$ cat src/sv/ciss_pkg.sv
`timescale 1ns / 1ps

package ciss_pkg;

   localparam int DATA_W       = 8;
   localparam int CNT_W        = 20;
   localparam int STATE_W      = 2;
   localparam int MASK_W       = 2;
   localparam int NEEDLE_COUNT = 7;
   localparam int NEEDLE_MAX   = 9;
   localparam int HIST_DEPTH   = NEEDLE_MAX - 1;

   typedef logic [DATA_W-1:0] byte_type;
   typedef logic [CNT_W-1:0]  count_type;
   typedef logic [MASK_W-1:0] mask_type;
   typedef logic [3:0]        len_type;

   localparam count_type MAX_BYTES = count_type'(524288);
   localparam count_type CNT_MAX   = '1;

   localparam logic [STATE_W-1:0] SCAN_UNAVAIL = 2'd0;
   localparam logic [STATE_W-1:0] SCAN_CLEAR   = 2'd1;
   localparam logic [STATE_W-1:0] SCAN_DETECT  = 2'd2;

   localparam mask_type FAM_INSTR = 2'b01;
   localparam mask_type FAM_HOOK  = 2'b10;

   localparam byte_type UPPER_A = 8'h41;
   localparam byte_type UPPER_Z = 8'h5a;
   localparam byte_type CASE_OFFSET = 8'h20;

   // needle bytes, final byte first
   localparam byte_type NEEDLE_TAIL [NEEDLE_COUNT][NEEDLE_MAX] = '{
      '{8'h61, 8'h64, 8'h69, 8'h72, 8'h66, 8'h00, 8'h00, 8'h00, 8'h00},
      '{8'h74, 8'h65, 8'h67, 8'h64, 8'h61, 8'h67, 8'h00, 8'h00, 8'h00},
      '{8'h64, 8'h65, 8'h73, 8'h6f, 8'h70, 8'h78, 8'h00, 8'h00, 8'h00},
      '{8'h64, 8'h65, 8'h73, 8'h6f, 8'h70, 8'h73, 8'h6c, 8'h00, 8'h00},
      '{8'h65, 8'h74, 8'h61, 8'h72, 8'h74, 8'h73, 8'h62, 8'h75, 8'h73},
      '{8'h6b, 8'h73, 8'h69, 8'h67, 8'h79, 8'h7a, 8'h00, 8'h00, 8'h00},
      '{8'h75, 8'h72, 8'h69, 8'h72, 8'h00, 8'h00, 8'h00, 8'h00, 8'h00}
   };

   localparam len_type NEEDLE_LEN [NEEDLE_COUNT] = '{
      4'd5, 4'd6, 4'd6, 4'd7, 4'd9, 4'd6, 4'd4
   };

   localparam mask_type NEEDLE_FAM [NEEDLE_COUNT] = '{
      FAM_INSTR, FAM_INSTR, FAM_HOOK, FAM_HOOK, FAM_HOOK, FAM_HOOK, FAM_HOOK
   };

   typedef struct packed {
      logic     valid;
      byte_type data;
      logic     last;
   } item_type;

   function automatic byte_type fold(byte_type b);
      if (b >= UPPER_A && b <= UPPER_Z) begin
         return byte_type'(b + CASE_OFFSET);
      end
      return b;
   endfunction

   function automatic mask_type match_mask(byte_type cur, byte_type hist [HIST_DEPTH]);
      byte_type win [NEEDLE_MAX];
      mask_type m;
      logic     hit;
      win[0] = cur;
      for (int k = 1; k < NEEDLE_MAX; k++) begin
         win[k] = hist[k-1];
      end
      m = '0;
      for (int i = 0; i < NEEDLE_COUNT; i++) begin
         hit = 1'b1;
         for (int k = 0; k < NEEDLE_MAX; k++) begin
            if (len_type'(k) < NEEDLE_LEN[i] && win[k] != NEEDLE_TAIL[i][k]) begin
               hit = 1'b0;
            end
         end
         if (hit) begin
            m = m | NEEDLE_FAM[i];
         end
      end
      return m;
   endfunction

endpackage

$ cat src/sv/ciss_if.sv
`timescale 1ns / 1ps

interface ciss_req_if import ciss_pkg::*; ();
   logic     valid;
   logic     ready;
   byte_type data_byte;
   logic     last_byte;
   modport source (output valid, output data_byte, output last_byte, input ready);
   modport sink (input valid, input data_byte, input last_byte, output ready);
endinterface

interface ciss_rsp_if import ciss_pkg::*; ();
   logic               valid;
   logic               ready;
   logic [STATE_W-1:0] scan_state;
   mask_type           family_mask;
   modport source (output valid, output scan_state, output family_mask, input ready);
   modport sink (input valid, input scan_state, input family_mask, output ready);
endinterface

interface ciss_csr_if import ciss_pkg::*; ();
   logic      valid;
   logic      ready;
   count_type byte_limit;
   modport source (output valid, output byte_limit, input ready);
   modport sink (input valid, input byte_limit, output ready);
endinterface

$ cat src/sv/case_insensitive_signature_scanner_top.sv
`timescale 1ns / 1ps
// channel    dir  fields                     accepted when
// req_chan   in   data_byte[8], last_byte    valid && ready
// rsp_chan   out  scan_state[2], family_mask  valid && ready
// csr_chan   in   byte_limit[20]              valid && ready (ready always high)
//
// One byte per cycle unless a waiting result holds a last byte; rsp_chan.valid comes from
// the result register, loaded by the match logic as the last byte leaves the input register.
// Reset clears the window, count, mask and limit (limit returns to 524288).
// A waiting result stalls a following last byte and the bytes behind it; others keep flowing.

module case_insensitive_signature_scanner_top import ciss_pkg::*; (
   input  logic       clock,
   input  logic       reset,
   ciss_req_if.sink   req_chan,
   ciss_rsp_if.source rsp_chan,
   ciss_csr_if.sink   csr_chan
);

   count_type limit_ff, limit_in;
   item_type  item;
   logic      advance;

   assign csr_chan.ready = 1'b1;

   always_comb begin
      limit_in = limit_ff;
      if (csr_chan.valid) begin
         limit_in = (csr_chan.byte_limit > MAX_BYTES) ? MAX_BYTES : csr_chan.byte_limit;
      end
   end

   always_ff @(posedge clock) begin
      if (reset) begin
         limit_ff <= MAX_BYTES;
      end else begin
         limit_ff <= limit_in;
      end
   end

   ciss_in_reg u_in_reg (
      .clock    (clock),
      .reset    (reset),
      .req_chan (req_chan),
      .advance  (advance),
      .item     (item)
   );

   ciss_match u_match (
      .clock    (clock),
      .reset    (reset),
      .item     (item),
      .limit    (limit_ff),
      .advance  (advance),
      .rsp_chan (rsp_chan)
   );

endmodule

$ cat src/sv/ciss_in_reg.sv
`timescale 1ns / 1ps

module ciss_in_reg import ciss_pkg::*; (
   input  logic        clock,
   input  logic        reset,
   ciss_req_if.sink    req_chan,
   input  logic        advance,
   output item_type    item
);

   item_type item_ff;
   item_type item_in;
   logic     take;

   assign req_chan.ready = !item_ff.valid || advance;
   assign take           = req_chan.valid && req_chan.ready;
   assign item           = item_ff;

   always_comb begin
      item_in = item_ff;
      if (take) begin
         item_in.valid = 1'b1;
         item_in.data  = fold(req_chan.data_byte);
         item_in.last  = req_chan.last_byte;
      end else if (advance) begin
         item_in.valid = 1'b0;
      end
   end

   always_ff @(posedge clock) begin
      if (reset) begin
         item_ff.valid <= 1'b0;
      end else begin
         item_ff.valid <= item_in.valid;
      end
      item_ff.data <= item_in.data;
      item_ff.last <= item_in.last;
   end

endmodule

$ cat src/sv/ciss_match.sv
`timescale 1ns / 1ps

module ciss_match import ciss_pkg::*; (
   input  logic        clock,
   input  logic        reset,
   input  item_type    item,
   input  count_type   limit,
   output logic        advance,
   ciss_rsp_if.source  rsp_chan
);

   byte_type           hist_ff [HIST_DEPTH];
   byte_type           hist_in [HIST_DEPTH];
   count_type          count_ff, count_in;
   mask_type           mask_ff, mask_in;
   logic               over_ff, over_in;
   logic               out_valid_ff, out_valid_in;
   logic [STATE_W-1:0] out_state_ff, out_state_in;
   mask_type           out_mask_ff, out_mask_in;
   count_type          count_next;
   mask_type           mask_next;
   logic               over_next;

   assign advance = item.valid && (!item.last || !out_valid_ff || rsp_chan.ready);

   assign rsp_chan.valid       = out_valid_ff;
   assign rsp_chan.scan_state  = out_state_ff;
   assign rsp_chan.family_mask = out_mask_ff;

   always_comb begin
      count_next = (count_ff < CNT_MAX) ? count_type'(count_ff + 1'b1) : count_ff;
      over_next  = over_ff || (count_next > limit);
      mask_next  = mask_ff | match_mask(item.data, hist_ff);

      hist_in      = hist_ff;
      count_in     = count_ff;
      mask_in      = mask_ff;
      over_in      = over_ff;
      out_state_in = out_state_ff;
      out_mask_in  = out_mask_ff;
      out_valid_in = out_valid_ff && !rsp_chan.ready;

      if (advance) begin
         if (item.last) begin
            for (int k = 0; k < HIST_DEPTH; k++) begin
               hist_in[k] = '0;
            end
            count_in     = '0;
            mask_in      = '0;
            over_in      = 1'b0;
            out_valid_in = 1'b1;
            if (over_next) begin
               out_state_in = SCAN_UNAVAIL;
               out_mask_in  = '0;
            end else begin
               out_state_in = (mask_next == '0) ? SCAN_CLEAR : SCAN_DETECT;
               out_mask_in  = mask_next;
            end
         end else begin
            hist_in[0] = item.data;
            for (int k = 1; k < HIST_DEPTH; k++) begin
               hist_in[k] = hist_ff[k-1];
            end
            count_in = count_next;
            mask_in  = mask_next;
            over_in  = over_next;
         end
      end
   end

   always_ff @(posedge clock) begin
      if (reset) begin
         for (int k = 0; k < HIST_DEPTH; k++) begin
            hist_ff[k] <= '0;
         end
         count_ff     <= '0;
         mask_ff      <= '0;
         over_ff      <= 1'b0;
         out_valid_ff <= 1'b0;
      end else begin
         hist_ff      <= hist_in;
         count_ff     <= count_in;
         mask_ff      <= mask_in;
         over_ff      <= over_in;
         out_valid_ff <= out_valid_in;
      end
      out_state_ff <= out_state_in;
      out_mask_ff  <= out_mask_in;
   end

endmodule

$ cat src/flat_wrapper.sv
// flat-port wrapper written by rule: the top's interface ports become plain ports
module case_insensitive_signature_scanner_top_flat import ciss_pkg::*;
  (clock, reset, req_chan_valid, req_chan_data_byte, req_chan_last_byte, req_chan_ready, rsp_chan_valid, rsp_chan_scan_state, rsp_chan_family_mask, rsp_chan_ready, csr_chan_valid, csr_chan_byte_limit, csr_chan_ready);
  ciss_req_if req_chan_i ();
  ciss_rsp_if rsp_chan_i ();
  ciss_csr_if csr_chan_i ();
  input  logic clock;
  input  logic reset;
  input wire logic [$bits(req_chan_i.valid)-1:0] req_chan_valid;
  input wire logic [$bits(req_chan_i.data_byte)-1:0] req_chan_data_byte;
  input wire logic [$bits(req_chan_i.last_byte)-1:0] req_chan_last_byte;
  output wire logic [$bits(req_chan_i.ready)-1:0] req_chan_ready;
  output wire logic [$bits(rsp_chan_i.valid)-1:0] rsp_chan_valid;
  output wire logic [$bits(rsp_chan_i.scan_state)-1:0] rsp_chan_scan_state;
  output wire logic [$bits(rsp_chan_i.family_mask)-1:0] rsp_chan_family_mask;
  input wire logic [$bits(rsp_chan_i.ready)-1:0] rsp_chan_ready;
  input wire logic [$bits(csr_chan_i.valid)-1:0] csr_chan_valid;
  input wire logic [$bits(csr_chan_i.byte_limit)-1:0] csr_chan_byte_limit;
  output wire logic [$bits(csr_chan_i.ready)-1:0] csr_chan_ready;
  assign req_chan_i.valid = req_chan_valid;
  assign req_chan_i.data_byte = req_chan_data_byte;
  assign req_chan_i.last_byte = req_chan_last_byte;
  assign req_chan_ready = req_chan_i.ready;
  assign rsp_chan_valid = rsp_chan_i.valid;
  assign rsp_chan_scan_state = rsp_chan_i.scan_state;
  assign rsp_chan_family_mask = rsp_chan_i.family_mask;
  assign rsp_chan_i.ready = rsp_chan_ready;
  assign csr_chan_i.valid = csr_chan_valid;
  assign csr_chan_i.byte_limit = csr_chan_byte_limit;
  assign csr_chan_ready = csr_chan_i.ready;
  case_insensitive_signature_scanner_top u_core (.clock(clock), .reset(reset), .req_chan(req_chan_i), .rsp_chan(rsp_chan_i), .csr_chan(csr_chan_i));
endmodule
$ cat config.mk
export PLATFORM = sky130hd
export DESIGN_NAME = case_insensitive_signature_scanner_top_flat
export DESIGN_NICKNAME = d
export VERILOG_FILES = /design/src/sv/ciss_pkg.sv /design/src/sv/ciss_if.sv /design/src/sv/case_insensitive_signature_scanner_top.sv /design/src/sv/ciss_in_reg.sv /design/src/sv/ciss_match.sv /design/src/flat_wrapper.sv
export SDC_FILE = /design/constraint.sdc
export NUM_CORES = 1
export LEC_CHECK = 0
export ABC_AREA = 1
export BUFFER_PORTS_ARGS = -buffer_cell sky130_fd_sc_hd__buf_2
export CAP_MARGIN = 15
export CORE_ASPECT_RATIO = 2
export CORE_UTILIZATION = 61
export DETAILED_ROUTE_END_ITERATION = 10
export GPL_TIMING_DRIVEN = 0
export PLACE_DENSITY = 0.77
export SYNTH_ARGS = -nofsm -noshare
export SYNTH_HDL_FRONTEND = slang
export SYNTH_SLANG_ARGS = --single-unit
$ cat constraint.sdc
create_clock -name clock -period 3.35 [get_ports clock]
set_input_delay 0 -clock clock [delete_from_list [all_inputs] [get_ports clock]]
set_output_delay 0 -clock clock [all_outputs]
set_load 0.01 [all_outputs]
After elaboration in Yosys (flattened, before gate mapping)
Index checks and enable logic that the tools add are counted.
{"block": "word_totals", "regBits": 122, "inputBits": 34, "out_inout_bits": 7, "word_cells": 133}
{"block": "classes", "add_sub_neg": 2, "magnitude_cmp": 5, "eq_ne": 32, "muxes": 60, "n_bitwise": 1, "reduce_logical": 15}
{"op": "8-bit by 7-bit != test with 1-bit output, second input constant", "n": 32}
{"op": "64-bit two-way mux", "n": 1}
{"op": "20-bit two-way mux", "n": 3}
{"op": "1-bit two-way mux", "n": 47}
{"op": "20-bit by 1-bit adder with 20-bit output, second input constant", "n": 1}
{"op": "20-bit > comparator", "n": 1}
{"op": "20-bit > comparator, second input constant", "n": 1}
{"op": "20-bit < comparator, second input constant", "n": 1}
{"op": "8-bit two-way mux", "n": 2}
{"op": "2-bit two-way mux", "n": 7}
{"op": "8-bit by 6-bit adder with 8-bit output, second input constant", "n": 1}
{"op": "8-bit by 7-bit >= comparator with 1-bit output, second input constant", "n": 1}
{"op": "8-bit by 7-bit <= comparator with 1-bit output, second input constant", "n": 1}
{"op": "1-bit logical AND", "n": 4}
{"op": "1-bit logical NOT", "n": 4}
{"op": "1-bit logical OR", "n": 4}
{"op": "2-bit logical NOT", "n": 1}
{"op": "2-bit bitwise OR", "n": 1}
{"op": "2-bit AND reduction", "n": 1}
{"op": "2-bit nonzero test", "n": 1}

Logic depth before layout (Yosys ltp)
Gate-level depths: netlist of run 1.
{"block": "logic_depth", "word_depth": 16, "mapped_depth": 19, "ltp_nobuf": 18}

Modules after synthesis
A second synthesis of run 1 with hierarchy kept.
{"block": "unflattened", "hier_cells": 972, "area_unflattened_um2": 6637.6}
{"module": "ciss_match", "n_inst": 1, "cells_per_inst": 818, "area_each_um2": 5293.8, "seq_area_each_um2": 1881.8}
{"module": "case_insensitive_signature_scanner_top", "n_inst": 1, "cells_per_inst": 116, "area_each_um2": 904.6, "seq_area_each_um2": 400.4}
{"module": "ciss_in_reg", "n_inst": 1, "cells_per_inst": 38, "area_each_um2": 439.2, "seq_area_each_um2": 290.3}

Worst setup path before layout of run 1
Ideal clock, no wire load.
{"block": "synth_path", "kind": "register to register", "from": "register u_core.u_match.count_ff[0]", "to": "register u_core.u_match.out_state_ff[1], in the netlist u_core.u_match.rsp_chan.scan_state[1], data pin", "setup_time_ns": 0.265, "arrival_ns": 2.424, "required_time_ns": 3.085, "setup_slack_ns": 0.661, "path_stages_with_launch": 18, "path_buffers": 0, "period_less_slack_ns": 2.689, "cell_sequence": "dfxtp_1 > ha_1 > nand3_1 > nor2_1 > nand2_1 > inv_1 > nand4_1 > and2_1 > ha_1 > nand2_1 > nor2_1 > nand2_1 > nor2_1 > nand2_1 > nand3_1 > nand2_1 > nand2_1 > a21oi_1"}
{"block": "synth_via", "elab_chain_cells": 4, "word_cells_on_any_way": 5, "cone_classes": "add/sub: 1; order compare: 2; mux: 1; reduce/logical: 1"}
{"element": "start, declared", "line": "ciss_match.sv:14", "text": "count_type count_ff, count_in;"}
{"element": "start signal, assigned", "line": "ciss_match.sv:82", "text": "count_ff <= count_in;"}
{"element": "20-bit by 1-bit adder with 20-bit output / 20-bit < comparator (equally long branches)", "line": "ciss_match.sv:31", "text": "count_next = (count_ff < CNT_MAX) ? count_type'(count_ff + 1'b1) : count_ff;"}
{"element": "20-bit two-way mux *", "line": "ciss_match.sv:31"}
{"element": "20-bit > comparator *", "line": "ciss_match.sv:32", "text": "over_next = over_ff || (count_next > limit);"}
{"element": "1-bit logical OR *", "line": "ciss_match.sv:32"}
{"element": "end signal, assigned", "line": "ciss_match.sv:87", "text": "out_state_ff <= out_state_in;"}
{"element": "end, declared", "line": "ciss_match.sv:18", "text": "logic [STATE_W-1:0] out_state_ff, out_state_in;"}
Every way passes the cells marked *; elsewhere a longest branch is shown, timed or not.
A chain may end at the register's enable or synchronous reset.

Worst setup path after layout of run 1
{"block": "layout_path", "from": "register u_core.u_match.count_ff[0]", "to": "register u_core.u_match.out_mask_ff[1], in the netlist u_core.u_match.rsp_chan.family_mask[1], data pin"}
{"block": "layout_via", "elab_chain_cells": 4, "word_cells_on_any_way": 5, "cone_classes": "add/sub: 1; order compare: 2; mux: 1; reduce/logical: 1"}
{"element": "20-bit by 1-bit adder with 20-bit output / 20-bit < comparator (equally long branches)", "line": "ciss_match.sv:31"}
{"element": "20-bit two-way mux *", "line": "ciss_match.sv:31"}
{"element": "20-bit > comparator *", "line": "ciss_match.sv:32"}
{"element": "1-bit logical OR *", "line": "ciss_match.sv:32"}
{"element": "end signal, assigned", "line": "ciss_match.sv:88", "text": "out_mask_ff <= out_mask_in;"}
{"element": "end, declared", "line": "ciss_match.sv:19", "text": "mask_type out_mask_ff, out_mask_in;"}
Marked as above.

==> results of run 1 <==
-- state kept, by name, summed over array words and instances (netlist names) --
signal / flops
u_core.u_match.over_ff: 1
u_core.u_match.mask_ff: 2
u_core.u_match.rsp_chan.valid: 1
u_core.u_match.rsp_chan.family_mask: 2
u_core.limit_ff: 20
u_core.u_match.hist_ff: 64
u_core.u_match.rsp_chan.scan_state: 2
u_core.u_match.count_ff: 20
u_core.u_in_reg.item: 10
-- worst max-delay path by stage --
stage                                from                                      to  slack, ps  cells past startpoint
3_3_place_gp   u_core.u_match.count_ff[0]  u_core.u_match.rsp_chan.family_mask[1]         30                     17
2_1_floorplan  u_core.u_match.count_ff[0]   u_core.u_match.rsp_chan.scan_state[1]        660                     17
6_report       u_core.u_match.count_ff[0]  u_core.u_match.rsp_chan.family_mask[1]        260                     17
3_5_place_dp   u_core.u_match.count_ff[0]  u_core.u_match.rsp_chan.family_mask[1]        -20                     17
5_1_grt        u_core.u_match.count_ff[0]  u_core.u_match.rsp_chan.family_mask[1]         -5                     17
4_1_cts        u_core.u_match.count_ff[0]  u_core.u_match.rsp_chan.family_mask[1]         30                     17
-- cell families (layout without fill, tap and decap cells) --
kind of cell / after synthesis / after routing / synth area share, %
AOI/OAI and AO/OA: 149 / 149 / 12.4
other: 1 / 1 / 0.0581
DFF: 122 / 122 / 39.9
buffers and inverters: 136 / 243 / 8.54
xor gates and xnor gates: 12 / 12 / 1.63
adders and majority gates: 22 / 22 / 4.27
and+or+nand+nor: 514 / 514 / 33.2
-- what timing repair did --
item                                    4_1_cts  5_1_grt
resized for setup                             1        4
endpoints found under the setup margin        4        5
hold buffers                                 38        0
cloned                                        0        0
pin swaps                                     0        0
hold endpoints to repair                     31        0
-- routing by layer --
layer / vias up / global-route usage [%] / part of all wire [%]
met5: - / 0 / 0
met4: 0 / 29.7 / 9.5
met3: 124 / 10.3 / 5.0
met2: 240 / 63.1 / 53
met1: 2978 / 31.6 / 33
li1: 3211 / - / -
-- cells in the final DEF (no fill, tap or decap), types with 13 or more instances in the layout --
cell	netlist	final
a21oi_1	104	104
buf_2	10	47
clkbuf_1	21	22
clkbuf_16	0	18
dfxtp_1	109	108
dlygate4sd3_1	0	38
edfxtp_1	13	13
ha_1	22	21
inv_1	95	95
nand2_1	319	319
nand3_1	32	31
nor2_1	113	112
o21ai_0	29	29
-- per-stage QoR --
stage,std cells,utilization (%),instance area [sq um],setup slack (ps)
global placement,1128,66.6,6800,31.2
global route,1198,76.2,7780,-4.66
finish,1198,76.2,7780,262
floorplan,956,-,6450,661
CTS,1198,76.1,7770,30.4
detailed placement,1128,66.6,6800,-21.1
-- cell type report --
type                            instances  area (sq um)
Buffer                                 37           179
Clock buffer                           20           468
Clock inverter                         12           114
Fill cell                             844          2430
Inverter                               99           372
Multi-Input combinational cell        698          3340
Sequential cell                       122          2570
Tap cell                              135           169
Timing Repair Buffer                   75           566
-- worst reg2reg max path, stage by stage, from the launching register on --
cell	delay (ps)
dfxtp_2	410
ha_2	300
nand3_2	150
nor2_4	190
nand2_1	120
inv_1	140
nand4_1	110
and2_1	240
ha_1	330
nand2_1	60
nor2_1	120
nand2_1	90
nor2_1	140
nand2_1	70
nand3_1	80
nand2_1	80
nand2_1	140
nor2_1	70
-- power groups by stage --
| stage | registers (W) | logic [W] | clock network (W) |
|---|---|---|---|
| final | 0.00153 | 0.000245 | 0.00178 |
| after global routing | 0.00153 | 0.000271 | 0.00186 |
| after CTS | 0.00152 | 0.000233 | 0.00179 |
| after detailed placement | 0.00156 | 0.000197 | 0 |
| after global placement | 0.00156 | 0.000194 | 0 |
| after floorplan | 0.00155 | 0.000128 | 0 |
==> results.sh, run 1 <==
export IMPL_number_of_global_route_vias_before_repair=6394
export IMPL_synth_cell_type_count=36
export IMPL_synth_edff_count=13
export IMPL_largest_vdd_supply_drop_uv=418
export IMPL_fp_coreArea_sq_um=10200
export IMPL_power_density_nw_per_um2=457
export IMPL_critPathMaxStageDelay_ps=410
export IMPL_path_class="reg -> reg"
export IMPL_final_period_minus_worst_setup_slack_ps=3090
export IMPL_tritoncts_num_sinks=122
export IMPL_post_drt_via_cell_ratio=5.47
export IMPL_antenna_diode_count=0
export IMPL_die_area_sq_um=11000
export IMPL_fin_worst_hold_slack_ps=-1.62
export IMPL_cp_cell_sequence="ha_2 -> nand3_2 -> nor2_4 -> nand2_1 -> inv_1 -> nand4_1 -> and2_1 -> ha_1 -> nand2_1 -> nor2_1 -> nand2_1 -> nor2_1 -> nand2_1 -> nand3_1 -> nand2_1 -> nand2_1 -> nor2_1"
export IMPL_drt_first_pass_iters=5
export IMPL_synth_sequential_area_ratio_pct=39.9
export IMPL_cp_common_cell="nand2_1"
export IMPL_cts_setup_buffers=0
export IMPL_swShare_pct=24.4
export IMPL_maximum_net_fanout_on_the_critical_path=8
export IMPL_power_net_switching_w=0.000867
export IMPL_ys_top_cells_by_area="dfxtp_1 (34%), nand2_1 (19%), a21oi_1 (8.1%)"
export IMPL_seq_power_share_pct=42.9
export IMPL_route_detailed_drc=0
export IMPL_holdPathStages=2
export IMPL_end_kind="flip-flop"
export IMPL_crit_reg2reg_launch="u_core.u_match.count_ff[0]"
export IMPL_postSynth_asyncResetShare_pct=0
export IMPL_worst_slew_pin_transition_ps=678
export IMPL_tritoncts="built"
export IMPL_yosysMostFrequentCell="nand2_1"
export IMPL_post_synthesis_cell_area_sq_um=6450
export IMPL_postSynthCellCount=956
export IMPL_portBuffers=37
export IMPL_groute_usage_overall_pct=35.8
export IMPL_synth_top_area_cell="dfxtp_1"
export IMPL_horizontal_die_dimension_microns=74.7
export IMPL_timing_setup_tns_ps=0
export IMPL_io_pin_count=41
export IMPL_floorplan_initialDensity_pct=63.1
export IMPL_final_min_period_over_clock_period_pct=92.2
export IMPL_synth_top_area_share_pct=33.8
export IMPL_synth_cells_most_frequent="nand2_1 (319), nor2_1 (113), dfxtp_1 (109)"
export IMPL_max_slew_margin_rel_pct=54.8
export IMPL_ff_latch_count_synth=122
export IMPL_cts_buffer_count=17
export IMPL_nNetsFinal=1106
export IMPL_max_cap_violations=0
export IMPL_max_freq_mhz=324
export IMPL_post_route_cells_drive_above_1_share_pct=11.7
export IMPL_commonest_register_cell_after_synthesis="dfxtp_1"
export IMPL_routabilityCongestion=0.960
export IMPL_wire_per_inst_microns=15.4
export IMPL_grt_overflow_total=0
export IMPL_hold_path_end="u_core.limit_ff[2]"
export IMPL_initial_antenna_violation_count=0
export IMPL_timing_hold_worst_start="csr_chan_valid"
export IMPL_drt_wl_total_microns=18500
export IMPL_chipHeight_microns=147
export IMPL_clock_skew_ps=6.14
export IMPL_row_count=52
export IMPL_drtAntennaViolNets=0
export IMPL_postSynthNetCount=1012
export IMPL_grt_max_degree=17
export IMPL_dp_hpwl_microns=12600
export IMPL_hold_viol_final=1
export IMPL_cts_max_path_buffers=2
export IMPL_cellInternalPower_w=0.00269
export IMPL_start_kind="flip-flop"
export IMPL_path_buf_inv=1
export IMPL_ctsRootBufferMaster="clkbuf_16"
export IMPL_reg2regPathDepth=17
export IMPL_path_clk_slew_ps=60
export IMPL_route_vias_total=6553
export IMPL_synth_warnings=0
export IMPL_comb_pwr_share_pct=6.9
export IMPL_totalPowerFinal_w=0.00355
export IMPL_critical_path_arrival_ps=3240
export IMPL_run_status="finished, violations left"
export IMPL_clock_power_share_pct=50.2
export IMPL_insertion_delay_ps=420
export IMPL_maxSlewViolCount=0
export IMPL_ff2ff_setup_slack_ps=260
export IMPL_violated_checks="negative hold slack"
export IMPL_report_final_setup_viol=0
export IMPL_crit_family="simple AND/OR/NAND/NOR gates"
export IMPL_endpoint_of_the_most_critical_register_to_register_path="u_core.u_match.rsp_chan.family_mask[1]"
export IMPL_post_synthesis_average_cell_area_sq_um=6.75
export IMPL_first_iter_violations=416
export IMPL_worstHoldPathType="in -> reg"
export IMPL_areaGrowthSynthToFinish_pct=20.7
export IMPL_crit_path_top_delay_cell="dfxtp_2"
export IMPL_worstPathRequired_ps=3510
export IMPL_cts_htree_levels=4
export IMPL_power_leakage_nw=3.11
export IMPL_first_pass_grt_wire_length_microns=29300
Power figures use the tool's default switching activity.
==> inputs of run 2 (changes only) <==
CORE_ASPECT_RATIO = 1.75   (was 2)
CORE_UTILIZATION = 46   (was 61)
PLACE_DENSITY = 0.6   (was 0.77)
TNS_END_PERCENT = 20   (was not set)
==> results.sh, run 2 (synthesized netlist as in run 1, its figures left out) <==
export IMPL_hold_path_end="u_core.limit_ff[4]"
export IMPL_cts_max_path_buffers=2
export IMPL_number_of_global_route_vias_before_repair=6196
export IMPL_route_detailed_drc=0
export IMPL_worst_slew_pin_transition_ps=661
export IMPL_floorplan_initialDensity_pct=47.7
export IMPL_grt_max_degree=17
export IMPL_maximum_net_fanout_on_the_critical_path=8
export IMPL_comb_pwr_share_pct=6.8
export IMPL_seq_power_share_pct=45.0
export IMPL_io_pin_count=41
export IMPL_swShare_pct=25.2
export IMPL_fp_coreArea_sq_um=13500
export IMPL_ff2ff_setup_slack_ps=350
export IMPL_antenna_diode_count=0
export IMPL_path_clk_slew_ps=60
export IMPL_dp_hpwl_microns=13100
export IMPL_power_leakage_nw=3.07
export IMPL_highest_metal_used="met4"
export IMPL_ctsRootBufferMaster="clkbuf_16"
export IMPL_largest_registers="u_core.u_match.hist_ff (64), u_core.limit_ff (20), u_core.u_match.count_ff (20)"
export IMPL_met1_routed_length_microns=6330
export IMPL_max_slew_margin_rel_pct=55.9
export IMPL_routabilityCongestion=0.895
export IMPL_timing_hold_worst_start="csr_chan_valid"
export IMPL_report_final_setup_viol=0
export IMPL_wire_per_inst_microns=14.1
export IMPL_cellInternalPower_w=0.00254
export IMPL_post_drt_via_cell_ratio=4.94
export IMPL_areaGrowthSynthToFinish_pct=20.1
export IMPL_groute_usage_overall_pct=26.0
export IMPL_route_met3_wl_microns=352
export IMPL_critical_path_arrival_ps=3150
export IMPL_horizontal_die_dimension_microns=91.5
export IMPL_clock_skew_ps=10.2
export IMPL_tritoncts_num_sinks=122
export IMPL_cts_buffer_count=17
export IMPL_grt_overflow_total=0
export IMPL_row_count=56
export IMPL_final_min_period_over_clock_period_pct=89.6
export IMPL_final_period_minus_worst_setup_slack_ps=3000
export IMPL_layout_cells_most_common_list="nand2_1 (319), nor2_1 (112), dfxtp_1 (108)"
export IMPL_holdPathStages=2
export IMPL_reg2regPathDepth=17
export IMPL_regMostFlops="u_core.u_match.hist_ff"
export IMPL_worstPathRequired_ps=3500
export IMPL_power_net_switching_w=0.000855
export IMPL_insertion_delay_ps=410
export IMPL_grt_setup_unrepaired="false"
export IMPL_path_class="reg -> reg"
export IMPL_chipHeight_microns=159
export IMPL_cts_htree_levels=4
export IMPL_crit_reg2reg_launch="u_core.u_match.count_ff[0]"
export IMPL_first_pass_grt_wire_length_microns=29000
export IMPL_post_route_cells_drive_above_1_share_pct=11.6
export IMPL_nNetsFinal=1103
export IMPL_drt_wl_total_microns=17500
export IMPL_clock_power_share_pct=48.2
export IMPL_route_vias_total=6102
export IMPL_endpoint_of_the_most_critical_register_to_register_path="u_core.u_match.rsp_chan.family_mask[1]"
export IMPL_drtAntennaViolNets=0
export IMPL_timing_setup_tns_ps=0
export IMPL_maxSlewViolCount=0
export IMPL_number_of_flip_flops_under_the_largest_register_name=64
export IMPL_totalPowerFinal_w=0.00339
export IMPL_tritoncts="built"
export IMPL_worstHoldPathType="in -> reg"
export IMPL_first_iter_violations=179
export IMPL_end_kind="flip-flop"
export IMPL_max_freq_mhz=333
export IMPL_power_density_nw_per_um2=438
export IMPL_wl_met2_microns=10000
export IMPL_hold_viol_final=0
export IMPL_largest_vdd_supply_drop_uv=316
export IMPL_initial_antenna_violation_count=0
export IMPL_drt_first_pass_iters=5
export IMPL_start_kind="flip-flop"
export IMPL_run_status="finished, final reports clean"
export IMPL_portBuffers=37
export IMPL_mostFrequentLayoutCell="nand2_1"
export IMPL_die_area_sq_um=14500
export IMPL_cts_setup_buffers=0
export IMPL_max_cap_violations=0
==> run 2: cell types whose count changed in the layout (fill, tap and decap cells not counted), sizes merged <==
cell,previous run,this run
dlygate4sd3,38,35
bufinv,1,0
clkinv,4,10
clkinvlp,4,3
inv,102,101
clkbuf,41,38
==> run 2: through the flow <==
stage                     cell area, sq um  setup slack, ps  instances  utilization, %  hold WS, ps
final                                 7750              347       1234            57.3         11.5
after global routing                  7750             69.2       1234            57.3         52.8
after CTS                             7730             81.1       1234            57.2         4.70
after detailed placement              6850             9.37       1167            50.7          183
after global placement                6850             4.18       1167            50.7          184
after floorplan                       6450              661        956               -         98.9
==> run 2: worst max-delay path by stage <==
stage | from | end | slack (ps) | cells after the start
floorplan | u_core.u_match.count_ff[0] | u_core.u_match.rsp_chan.scan_state[1] | 660 | 17
CTS | u_core.u_match.count_ff[0] | u_core.u_match.rsp_chan.family_mask[1] | 80 | 17
global placement | u_core.u_match.count_ff[0] | u_core.u_match.rsp_chan.family_mask[1] | 4 | 17
detailed placement | u_core.u_match.count_ff[0] | u_core.u_match.rsp_chan.family_mask[1] | 9 | 17
finish | u_core.u_match.count_ff[0] | u_core.u_match.rsp_chan.family_mask[1] | 350 | 17
global route | u_core.u_match.count_ff[0] | u_core.u_match.rsp_chan.family_mask[1] | 70 | 17
==> run 2: critical path: stages (launching register included) <==
cell     delay [ps]
dfxtp_2         410
ha_2            290
nand3_2         150
nor2_4          180
nand2_1         110
inv_1           140
nand4_1         120
and2_1          200
ha_1            280
nand2_1          50
nor2_1          130
nand2_1          80
nor2_1          150
nand2_1          70
nand3_1          80
nand2_1          80
nand2_1         140
nor2_1           80
==> run 2: area by class of cell <==
cell class | count | area [sq um]
buffer | 37 | 179
clock buffer | 17 | 425
clock inverter | 15 | 103
fill | 1364 | 5780
inverter | 99 | 372
multi-input combinational | 698 | 3340
sequential | 122 | 2570
tap | 174 | 218
timing repair buffer | 72 | 536
==> run 2: per-layer routing <==
layer  GRT usage (%)  vias to the layer above
met5               0                        -
met2            52.6                       93
li1                -                     3202
met4            14.5                        0
met1            24.0                     2761
met3            4.35                       46
==> run 2: repair_timing <==
item,4_1_cts,5_1_grt
hold endpoints to repair,31,0
hold buffers,35,0
gates resized for setup,1,4
setup endpoints to repair,1,4
==> run 2: power groups by stage <==
stage | registers [W] | clock network, W | logic [W]
floorplan | 0.00155 | 0 | 0.000128
CTS | 0.00152 | 0.00166 | 0.000232
finish | 0.00152 | 0.00163 | 0.000232
detailed placement | 0.00156 | 0 | 0.000199
global route | 0.00153 | 0.00173 | 0.000263
global placement | 0.00156 | 0 | 0.000198
==> inputs of run 3 (changes only) <==
CORE_UTILIZATION = 55   (was 46)
PLACE_DENSITY = 0.73   (was 0.6)
clock period = 2.7 ns   (was 3.35 ns; I/O delays follow)
==> results.sh, run 3 (synthesized netlist as in run 1, its figures left out) <==
export IMPL_drt_wl_total_microns=18200
export IMPL_first_pass_grt_wire_length_microns=29000
export IMPL_dp_hpwl_microns=12300
export IMPL_groute_usage_overall_pct=30.2
export IMPL_areaGrowthSynthToFinish_pct=24.9
export IMPL_largest_vdd_supply_drop_uv=459
export IMPL_largest_registers="u_core.u_match.hist_ff (64), u_core.limit_ff (20), u_core.u_match.count_ff (20)"
export IMPL_hold_viol_final=0
export IMPL_layout_cells_most_common_list="nand2_1 (310), a21oi_1 (104), nor2_1 (102)"
export IMPL_post_drt_via_cell_ratio=5.40
export IMPL_clock_skew_ps=7.53
export IMPL_route_vias_total=6559
export IMPL_number_of_flip_flops_under_the_largest_register_name=64
export IMPL_path_clk_slew_ps=60
export IMPL_io_pin_count=41
export IMPL_drtAntennaViolNets=0
export IMPL_first_iter_violations=263
export IMPL_wire_per_inst_microns=15.0
export IMPL_nNetsFinal=1122
export IMPL_regArea_sq_um=2610
export IMPL_post_route_cells_drive_above_1_share_pct=17.0
export IMPL_number_of_fill_cells_in_the_layout=920
export IMPL_endpoint_of_the_most_critical_register_to_register_path="u_core.u_match.rsp_chan.scan_state[1]"
export IMPL_worst_slew_pin_transition_ps=662
export IMPL_route_detailed_drc=0
export IMPL_final_min_period_over_clock_period_pct=97.9
export IMPL_cts_htree_levels=4
export IMPL_max_freq_mhz=378
export IMPL_worstPathRequired_ps=2850
export IMPL_number_of_global_route_vias_before_repair=6286
export IMPL_postLayoutCoreUtil_pct=70.0
export IMPL_grt_max_degree=17
export IMPL_chipHeight_microns=145
export IMPL_power_leakage_nw=3.24
export IMPL_initial_antenna_violation_count=0
export IMPL_crit_reg2reg_launch="u_core.u_match.count_ff[16]"
export IMPL_drt_first_pass_iters=5
export IMPL_critical_path_arrival_ps=2790
export IMPL_max_slew_margin_rel_pct=55.9
export IMPL_regMostFlops="u_core.u_match.hist_ff"
export IMPL_run_status="finished, final reports clean"
export IMPL_holdPathStages=2
export IMPL_max_cap_violations=0
export IMPL_report_final_setup_viol=0
export IMPL_cts_buffer_count=17
export IMPL_multi_input_comb_area_sq_um=3470
export IMPL_final_design_area_no_fill_sq_um=8060
export IMPL_fp_coreArea_sq_um=11500
export IMPL_ctsRootBufferMaster="clkbuf_16"
export IMPL_floorplan_initialDensity_pct=56.0
export IMPL_routabilityCongestion=0.938
export IMPL_row_count=52
export IMPL_start_kind="flip-flop"
export IMPL_placed_area_sq_um=6800
export IMPL_end_kind="flip-flop"
export IMPL_grt_overflow_total=0
export IMPL_horizontal_die_dimension_microns=83.9
export IMPL_timing_hold_worst_start="csr_chan_valid"
export IMPL_cts_max_path_buffers=2
export IMPL_worstHoldPathType="in -> reg"
export IMPL_hold_path_end="u_core.limit_ff[0]"
export IMPL_antenna_diode_count=0
export IMPL_mostFrequentLayoutCell="nand2_1"
export IMPL_tritoncts="built"
export IMPL_final_period_minus_worst_setup_slack_ps=2640
export IMPL_die_area_sq_um=12200
export IMPL_insertion_delay_ps=410
export IMPL_path_class="reg -> reg"
export IMPL_portBuffers=37
export IMPL_maximum_net_fanout_on_the_critical_path=4
export IMPL_tritoncts_num_sinks=122
export IMPL_reg2regPathDepth=18
export IMPL_maxSlewViolCount=0
export IMPL_ff2ff_setup_slack_ps=60
export IMPL_power_density_nw_per_um2=542
[run 3: cell count changes in the layout (fill, tap and decap cells not counted), moves of 9 or more]
cell,change
dfxtp_1,-19
nand2_1,-9
dfxtp_2,+13
nor2_1,-10
buf_4,+15
[run 3: critical path, stage by stage (launching register included)]
cell	delay [ps]
dfxtp_2	350
buf_4	110
nand2_1	70
nor2_1	190
nand2_1	110
nor2_1	220
nand3_1	110
nand2_1	120
nand2_4	80
ha_4	270
nand2_2	60
nor2_2	120
nand2_2	70
nor2_2	100
nand2_1	70
nand3_1	100
nand2_2	90
nand2_4	90
a21oi_1	50
[run 3: worst max-delay path by stage]
stage          cells after the start  slack, ps                                endpoint                        start
3_5_place_dp                      17       -620  u_core.u_match.rsp_chan.family_mask[1]   u_core.u_match.count_ff[0]
2_1_floorplan                     17         10   u_core.u_match.rsp_chan.scan_state[1]   u_core.u_match.count_ff[0]
4_1_cts                           17         20   u_core.u_match.rsp_chan.scan_state[1]   u_core.u_match.count_ff[0]
6_report                          18         60   u_core.u_match.rsp_chan.scan_state[1]  u_core.u_match.count_ff[16]
3_3_place_gp                      17       -590  u_core.u_match.rsp_chan.family_mask[1]   u_core.u_match.count_ff[0]
5_1_grt                           18       -110  u_core.u_match.rsp_chan.family_mask[1]  u_core.u_match.count_ff[16]
[run 3: power by group]
part	internal [W]	leakage, nW	switching, W
Clock	0.00128	0.274	0.000896
Combinational	0.000120	1.94	0.000189
Sequential	0.00186	1.02	0.0000252
Total	0.00326	3.24	0.00111
[run 3: layout make-up]
cell class / count / area share [%]
Timing Repair Buffer: 91 / 8.54
Inverter: 99 / 4.64
Multi-Input combinational cell: 698 / 43.1
Clock inverter: 15 / 1.74
Sequential cell: 122 / 32.4
Tap cell: 135 / 2.10
Clock buffer: 17 / 5.28
Buffer: 37 / 2.22
[run 3: metal layers]
layer	vias up	routed length, microns	GRT usage, %
met5	-	0	0
li1	3245	-	-
met1	3047	6360	28.3
met2	190	10300	59.9
met4	0	954	17.6
met3	77	552	4.49
[run 3: metrics by stage]
step / total power (W) / setup TNS, ps / hold slack (ps) / std cells / setup slack, ps
6_report: 0.00437 / 0 / 10.5 / 1214 / 57.4
5_1_grt: 0.00451 / -376 / 26.3 / 1214 / -106
4_1_cts: 0.00438 / 0 / 2.62 / 1200 / 17.1
3_5_place_dp: 0.00217 / -2770 / 179 / 1128 / -616
3_3_place_gp: 0.00217 / -2640 / 177 / 1128 / -593
2_1_floorplan: 0.00208 / 0 / 98.9 / 956 / 11.0
[run 3: repair_timing]
item / CTS / global route
pin swaps: 1 / 15
setup buffers: 1 / 14
endpoints found under the setup margin: 5 / 5
gates resized for setup: 13 / 54
hold endpoints to repair: 31 / 0
gates cloned: 0 / 0
hold buffers: 39 / 0
